<file path="src/hw/rtl/rgse_pkg.sv">
// ----------------------------------------------------------------------------
// rgse_pkg
// Types, constants and helpers of the RGB-to-grey Sobel edge stream.
// ----------------------------------------------------------------------------
package rgse_pkg;

    localparam int PIX_W          = 8;
    localparam int CFG_W          = 12;
    localparam int CFG_IDX_W      = 4;
    localparam int DEF_MAX_WIDTH  = 2048;
    localparam int DEF_MAX_HEIGHT = 2048;

    // reset frame geometry
    localparam logic [CFG_W-1:0] DEF_FRAME_WIDTH  = CFG_W'(640);
    localparam logic [CFG_W-1:0] DEF_FRAME_HEIGHT = CFG_W'(480);

    // register indexes
    localparam logic [CFG_IDX_W-1:0] REG_FRAME_WIDTH  = CFG_IDX_W'(0);
    localparam logic [CFG_IDX_W-1:0] REG_FRAME_HEIGHT = CFG_IDX_W'(1);

    // Q8 luma weights (0.299, 0.587, 0.114)
    localparam int GREY_WR = 77;
    localparam int GREY_WG = 150;
    localparam int GREY_WB = 29;

    typedef struct packed {
        logic [PIX_W-1:0] red;
        logic [PIX_W-1:0] green;
        logic [PIX_W-1:0] blue;
    } pixel_in_t;

    typedef struct packed {
        logic [PIX_W-1:0] edge_res;
        logic             position_valid;
        logic             frame_last;
    } edge_out_t;

    // 3x3 window less the centre tap
    typedef struct packed {
        logic [PIX_W-1:0] tl;
        logic [PIX_W-1:0] tc;
        logic [PIX_W-1:0] tr;
        logic [PIX_W-1:0] ml;
        logic [PIX_W-1:0] mr;
        logic [PIX_W-1:0] bl;
        logic [PIX_W-1:0] bc;
        logic [PIX_W-1:0] br;
    } sobel_taps_t;

    // per-word flags carried alongside the memory read
    typedef struct packed {
        logic pos_valid;
        logic edge_en;
        logic last;
    } stage_ctl_t;

    // weighted sum, truncated to 8 bits
    function automatic logic [PIX_W-1:0] rgb_to_grey(pixel_in_t px);
        logic [2*PIX_W-1:0] acc;
        acc = (2*PIX_W)'(GREY_WR * int'(px.red) + GREY_WG * int'(px.green)
                         + GREY_WB * int'(px.blue));
        return acc[2*PIX_W-1:PIX_W];
    endfunction

endpackage

</file>
<file path="src/hw/rtl/rgse_sobel.sv">
// ----------------------------------------------------------------------------
// rgse_sobel
// Sobel gradient magnitude |Gx|+|Gy| over a 3x3 window, saturated to 8 bits.
// ----------------------------------------------------------------------------
module rgse_sobel (
    input  rgse_pkg::sobel_taps_t  taps,
    output logic [rgse_pkg::PIX_W-1:0] mag
);
    import rgse_pkg::*;

    localparam int SUM_W = PIX_W + 2;

    logic [SUM_W-1:0] xp, xn, yp, yn;
    logic [SUM_W-1:0] dx, dy;
    logic [SUM_W:0]   total;

    // weighted column and row sums (1,2,1)
    assign xp = SUM_W'(taps.tr) + {1'b0, taps.mr, 1'b0} + SUM_W'(taps.br);
    assign xn = SUM_W'(taps.tl) + {1'b0, taps.ml, 1'b0} + SUM_W'(taps.bl);
    assign yp = SUM_W'(taps.tl) + {1'b0, taps.tc, 1'b0} + SUM_W'(taps.tr);
    assign yn = SUM_W'(taps.bl) + {1'b0, taps.bc, 1'b0} + SUM_W'(taps.br);

    // absolute differences
    assign dx = (xp >= xn) ? xp - xn : xn - xp;
    assign dy = (yp >= yn) ? yp - yn : yn - yp;

    // magnitude with saturation
    assign total = {1'b0, dx} + {1'b0, dy};
    assign mag   = (total > (SUM_W+1)'({PIX_W{1'b1}})) ? {PIX_W{1'b1}} : total[PIX_W-1:0];

endmodule

</file>
<file path="config.mk">
export PLATFORM = sky130hd
export DESIGN_NAME = rgse_sobel
export DESIGN_NICKNAME = d
export VERILOG_FILES = /design/src/hw/rtl/rgse_pkg.sv /design/src/hw/rtl/rgse_sobel.sv
export SDC_FILE = /design/constraint.sdc
export NUM_CORES = 1
export LEC_CHECK = 0
export BUFFER_PORTS_ARGS = -buffer_cell sky130_fd_sc_hd__clkbuf_2
export CAP_MARGIN = 0
export CORE_ASPECT_RATIO = 2
export CORE_UTILIZATION = 55
export DETAILED_ROUTE_END_ITERATION = 8
export PLACE_DENSITY_LB_ADDON = 0.15
export SLEW_MARGIN = 20
export SYNTH_ARGS = -nofsm -noshare
export SYNTH_HDL_FRONTEND = slang
export SYNTH_SLANG_ARGS = --single-unit
export TNS_END_PERCENT = 30
</file>
<file path="constraint.sdc">
create_clock -name vclk -period 8.56
set_input_delay 1.712 -clock vclk [all_inputs]
set_output_delay 1.712 -clock vclk [all_outputs]
set_load 0.005 [all_outputs]
</file>
After elaboration in Yosys (flattened, before gate mapping)
Index checks and enable logic that the tools add are counted.
Storage, ports and cells
  logic and storage cells: 19
  flip-flop bits (word level): 0
  output and inout port bits: 8
  bits of input ports: 64
Cells by class
  add/sub/neg operators: 13
  order comparisons: 3
  multiplexer cells: 3
Operator list (count)
  10-bit by 8-bit adder with 10-bit output: 4
  8-bit by 9-bit adder with 10-bit output: 4
  10-bit subtractor: 4
  10-bit greater-or-equal comparator: 2
  10-bit 2-to-1 mux: 2
  10-bit by 10-bit adder with 11-bit output: 1
  11-bit by 8-bit greater-than comparator with 1-bit output (second input constant): 1
  8-bit 2-to-1 mux: 1

Longest topological paths before layout
  depth in word-level cells: 7
  depth in mapped cells: 27
  depth with buffers taken out: 26

Least setup slack after synthesis
Ideal clock, no wire load.
  kind: in2out
  start: input taps[41] (netlist bit)
  end: output mag[0] (netlist bit)
  stages: 22
  arrival time: 6.873 ns
  path buffers: 0
  data required time: 6.848 ns
  setup slack: -0.025 ns
  cells stage by stage: inv_1 -> fa_1 -> inv_1 -> ha_1 -> fa_1 -> a21o_1 -> a21oi_1 -> o21bai_1 -> a21oi_1 -> xor2_1 -> ha_1 -> a21oi_4 -> o21ai_1 -> o31ai_4 -> mux2_2 -> fa_1 -> a21o_1 -> a21oi_1 -> o21bai_1 -> o31ai_1 -> mux2i_1 -> or2_2
Between the ends
  word-level cells in the longest chain between the ends: 7
  elaborated cells between the ends (all ways): 14
  those cells by class: add/sub (8); order compare (3); mux (3)
Ends and longest elaborated chain
  start, declared: RTL line rgse_sobel.sv:6  | input rgse_pkg::sobel_taps_t taps,
  8-bit by 9-bit adder with 10-bit output: RTL line rgse_sobel.sv:18  | assign xp = SUM_W'(taps.tr) + {1'b0, taps.mr, 1'b0} + SUM_W'(taps.br);
  10-bit by 8-bit adder with 10-bit output: RTL line rgse_sobel.sv:18
  10-bit subtractor or 10-bit greater-or-equal comparator (tied branches): RTL line rgse_sobel.sv:24  | assign dx = (xp >= xn) ? xp - xn : xn - xp;
  10-bit 2-to-1 mux: RTL line rgse_sobel.sv:24
  10-bit by 10-bit adder with 11-bit output *: RTL line rgse_sobel.sv:28  | assign total = {1'b0, dx} + {1'b0, dy};
  11-bit by 8-bit greater-than comparator with 1-bit output: RTL line rgse_sobel.sv:29  | assign mag = (total > (SUM_W+1)'({PIX_W{1'b1}})) ? {PIX_W{1'b1}} : total[PIX_W-1:0];
  8-bit 2-to-1 mux *: RTL line rgse_sobel.sv:29
  end, declared: RTL line rgse_sobel.sv:7  | output logic [rgse_pkg::PIX_W-1:0] mag
Every way passes the cells marked *; elsewhere a longest branch is shown, timed or not.

Final worst setup path
  start: input taps[48] (netlist bit)
  end: output mag[6] (netlist bit)
Between the ends
  word-level cells in the longest chain between the ends: 7
  elaborated cells between the ends (all ways): 9
  those cells by class: add/sub (5); order compare (2); mux (2)
Ends and longest elaborated chain
  8-bit by 9-bit adder with 10-bit output *: RTL line rgse_sobel.sv:20  | assign yp = SUM_W'(taps.tl) + {1'b0, taps.tc, 1'b0} + SUM_W'(taps.tr);
  10-bit by 8-bit adder with 10-bit output *: RTL line rgse_sobel.sv:20
  10-bit subtractor or 10-bit greater-or-equal comparator (tied branches): RTL line rgse_sobel.sv:25  | assign dy = (yp >= yn) ? yp - yn : yn - yp;
  10-bit 2-to-1 mux *: RTL line rgse_sobel.sv:25
  10-bit by 10-bit adder with 11-bit output *: RTL line rgse_sobel.sv:28
  11-bit by 8-bit greater-than comparator with 1-bit output: RTL line rgse_sobel.sv:29
  8-bit 2-to-1 mux *: RTL line rgse_sobel.sv:29
Marks and branches as above.

==> parameters.txt <==
Parameter                              Value

GRT
  Pin count of the biggest net entering global routing ... 9
  Initial antenna violation count ... 0
  Via count of the first global-routing pass ... 4429
  All-Layer GR Usage ... 29.6%
  Global-route congestion overflow total ... 0
  First-pass GRT wire length ... 19100 µm

STA
  Slew at the pin with the worst max-slew slack ... 0.429 ns
  Final cycle utilization of the critical path ... 102%
  Final hold slack ... 4.32 ns
  Normalized max-slew margin ... 71.2%
  Min setup slack post-route ... -0.142 ns
  FMAX ... 0.115 GHz
  Setup repair after global routing missed its margin ... yes
  Hold Fails Final Rpt ... 0
  Fin. max-slew vios ... 0
  Fin crit period ... 8.70 ns
  Final setup viols ... 8

Detailed routing
  Vias per std cell ... 5.44
  Antenna viol nets, final ... 0
  Vias ... 4142
  Top layer reached by signal wires ... met4
  Aggregate routed wire length ... 11400 µm
  Post-Route M1 WL ... 4080 µm
  Pre-antenna DRT Iters ... 4
  Detailed router's first-iteration violation count ... 121
  Routed wl met2 ... 6420 µm
  Met3 wirelength from detailed routing ... 290 µm
  Routed len/inst ... 15.0 µm
  Final routed DRC violation total ... 0

Synth
  Area share of and/or/nand/nor cells after synthesis ... 12.0%
  Mean cell area of the mapped netlist ... 8.02 µm²
  Most area-consuming cells after synthesis ... sky130_fd_sc_hd__ha_1 25%, sky130_fd_sc_hd__fa_1 18%, sky130_fd_sc_hd__inv_1 8.4%, sky130_fd_sc_hd__xnor2_1 5.6%, sky130_fd_sc_hd__xor2_1 5.4%
  Ys Warns ... 0
  Top-area cell type share of the netlist area ... 25.0%
  Post-synthesis sequential area ratio ... 0%
  Multiplexer fraction of the synthesized cell area ... 3.16%
  Post-synthesis adder-cell area fraction ... 42.6%
  Dominant cell by count in the synthesized netlist ... sky130_fd_sc_hd__inv_1
  Biggest area consumer among synthesized cells ... sky130_fd_sc_hd__ha_1
  Number of cells produced by synthesis ... 524
  Combined area of all synthesized cells ... 4200 µm²
  Net count after synthesis ... 709
  Synthesized-area fraction occupied by ao, oa, aoi and oai cells ... 21.5%
  Leading post-synthesis cells by instance count ... 94 x sky130_fd_sc_hd__inv_1, 84 x sky130_fd_sc_hd__ha_1, 41 x sky130_fd_sc_hd__a21oi_1, 37 x sky130_fd_sc_hd__fa_1, 31 x sky130_fd_sc_hd__nor2_1
  Distinct cell type count after synthesis ... 50
  XOR/XNOR share of the synthesized area ... 11.0%
  Largest family of logic cells by synthesized area ... adder cells

Cells and area
  Finished Layout Cells ... 761
  Number of diodes ... 0
  FFs & Latches ... 0
  Area Growth Syn to Fin ... 29.7%
  Fraction of final layout cells with drive strength greater than 1 ... 30.6%
  Net total in the final layout ... 856
  Number of clock-tree buffers in the layout ... 0
  Storage cell area ... 0 µm²

Status
  Violated checks ... negative setup slack
  Run status ... finished, violations left

Floorplan
  Starting density of the core ... 57.4%
  Die ar. ... 8020 µm²
  FP Rows ... 44
  Boundary pin count ... 72
  Vertical die dimension ... 126 µm
  Width of the die ... 63.8 µm
  Core box area ... 7320 µm²

Hold path
  Worst Hold Launch ... taps[0]
  Type of the tightest min-delay check ... input port to output port
  Hold Crit Endpoint ... mag[0]
  Number of cells on the worst hold path ... 7

Setup path
  Cell depth of the worst setup path ... 25
  Peak per-stage delay on the critical path ... 0.52 ns
  Data arrival time of the worst path ... 6.99 ns
  Family with the most delay on the worst path ... compound AO/OA/AOI/OAI gates
  Startpoint types ... input port
  Type of the worst setup path ... input port to output port
  Crit path capture type ... output port
  CP dominant cell by count ... sky130_fd_sc_hd__a21oi_2
  Number of buffer and inverter stages on the critical path ... 5
  Data required time at the worst endpoint ... 6.85 ns
  Cell with the largest stage delay on the worst path ... sky130_fd_sc_hd__fa_1
  Top fanout value on the critical path ... 8

Flow run
  Max-cap viol count ... 0

Place
  Buffers on Ports ... 72
  Hpwl dp ... 10100 µm
  Cells after DPL ... 742
  Routability Congestion ... 0.948
-- placed cells by master (no fill, tap or decap), types with 11 or more instances in the layout --
cell / n
sky130_fd_sc_hd__xnor2_1: 27
sky130_fd_sc_hd__ha_1: 79
sky130_fd_sc_hd__buf_4: 79
sky130_fd_sc_hd__o21ai_0: 21
sky130_fd_sc_hd__xor2_1: 26
sky130_fd_sc_hd__nand2b_1: 15
sky130_fd_sc_hd__a21oi_1: 31
sky130_fd_sc_hd__nor2_1: 31
sky130_fd_sc_hd__o21a_1: 12
sky130_fd_sc_hd__clkbuf_2: 68
sky130_fd_sc_hd__fa_1: 32
sky130_fd_sc_hd__inv_1: 87
sky130_fd_sc_hd__a21oi_2: 11
sky130_fd_sc_hd__nand2_1: 12
sky130_fd_sc_hd__a21o_1: 14
-- per-stage QoR --
stage / TNS [ns] / util, % / worst slack, ns / cell area (µm²)
detailed placement: -2.99 / 69.8 / -0.398 / 5110
global route: -3.26 / 74.4 / -0.426 / 5450
finish: -0.979 / 74.4 / -0.142 / 5450
CTS: -0.0343 / 72.8 / -0.0278 / 5330
global placement: -1.95 / 69.8 / -0.270 / 5110
floorplan: 0 / - / 0.0127 / 4220
-- final cells by class --
type	count	area, µm²
Tap cell	92	115
Timing Repair Buffer	153	1000
Inverter	94	355
Multi-Input combinational cell	422	3980
Fill cell	597	1870
-- cell families (layout without fill, tap and decap cells) --
| kind of cell | after synthesis | count (layout) |
|---|---|---|
| AO/OA/AOI/OAI | 133 | 133 |
| adder cells (fa/ha/maj) | 121 | 121 |
| AND/OR/NAND/NOR | 102 | 102 |
| buffers and inverters | 102 | 247 |
| XOR/XNOR | 53 | 53 |
| multiplexers | 13 | 13 |
-- routing by layer --
layer / vias to the layer above / track usage (%)
met4: 0 / 13.9
met1: 1934 / 28.5
met5: - / 0
met2: 119 / 60.6
li1: 2059 / -
met3: 30 / 1.18
-- worst max-delay path by stage --
stage / from / to / slack (ns)
2_1_floorplan: taps[1] / mag[0] / 0.01
3_3_place_gp: taps[1] / mag[0] / -0.27
3_5_place_dp: taps[1] / mag[0] / -0.40
4_1_cts: taps[17] / mag[1] / -0.03
5_1_grt: taps[41] / mag[6] / -0.43
6_report: taps[48] / mag[6] / -0.14
-- repair_timing --
| item | in CTS | in global routing |
|---|---|---|
| endpoints found under the setup margin | 8 | 8 |
| hold buffers | 0 | 0 |
| resized for setup | 33 | 17 |
| setup buffers | 14 | 6 |
| pin swaps | 22 | 25 |
-- worst min-delay path, delay by kind of cell --
kind / cells / cell delay, ns
simple gates: 1 / 0.10
buf+inv: 3 / 0.25
fa+ha+maj: 3 / 0.54
Power is not shown: default switching activity piles up to over one toggle a cycle in this logic, so the estimate is an artifact.
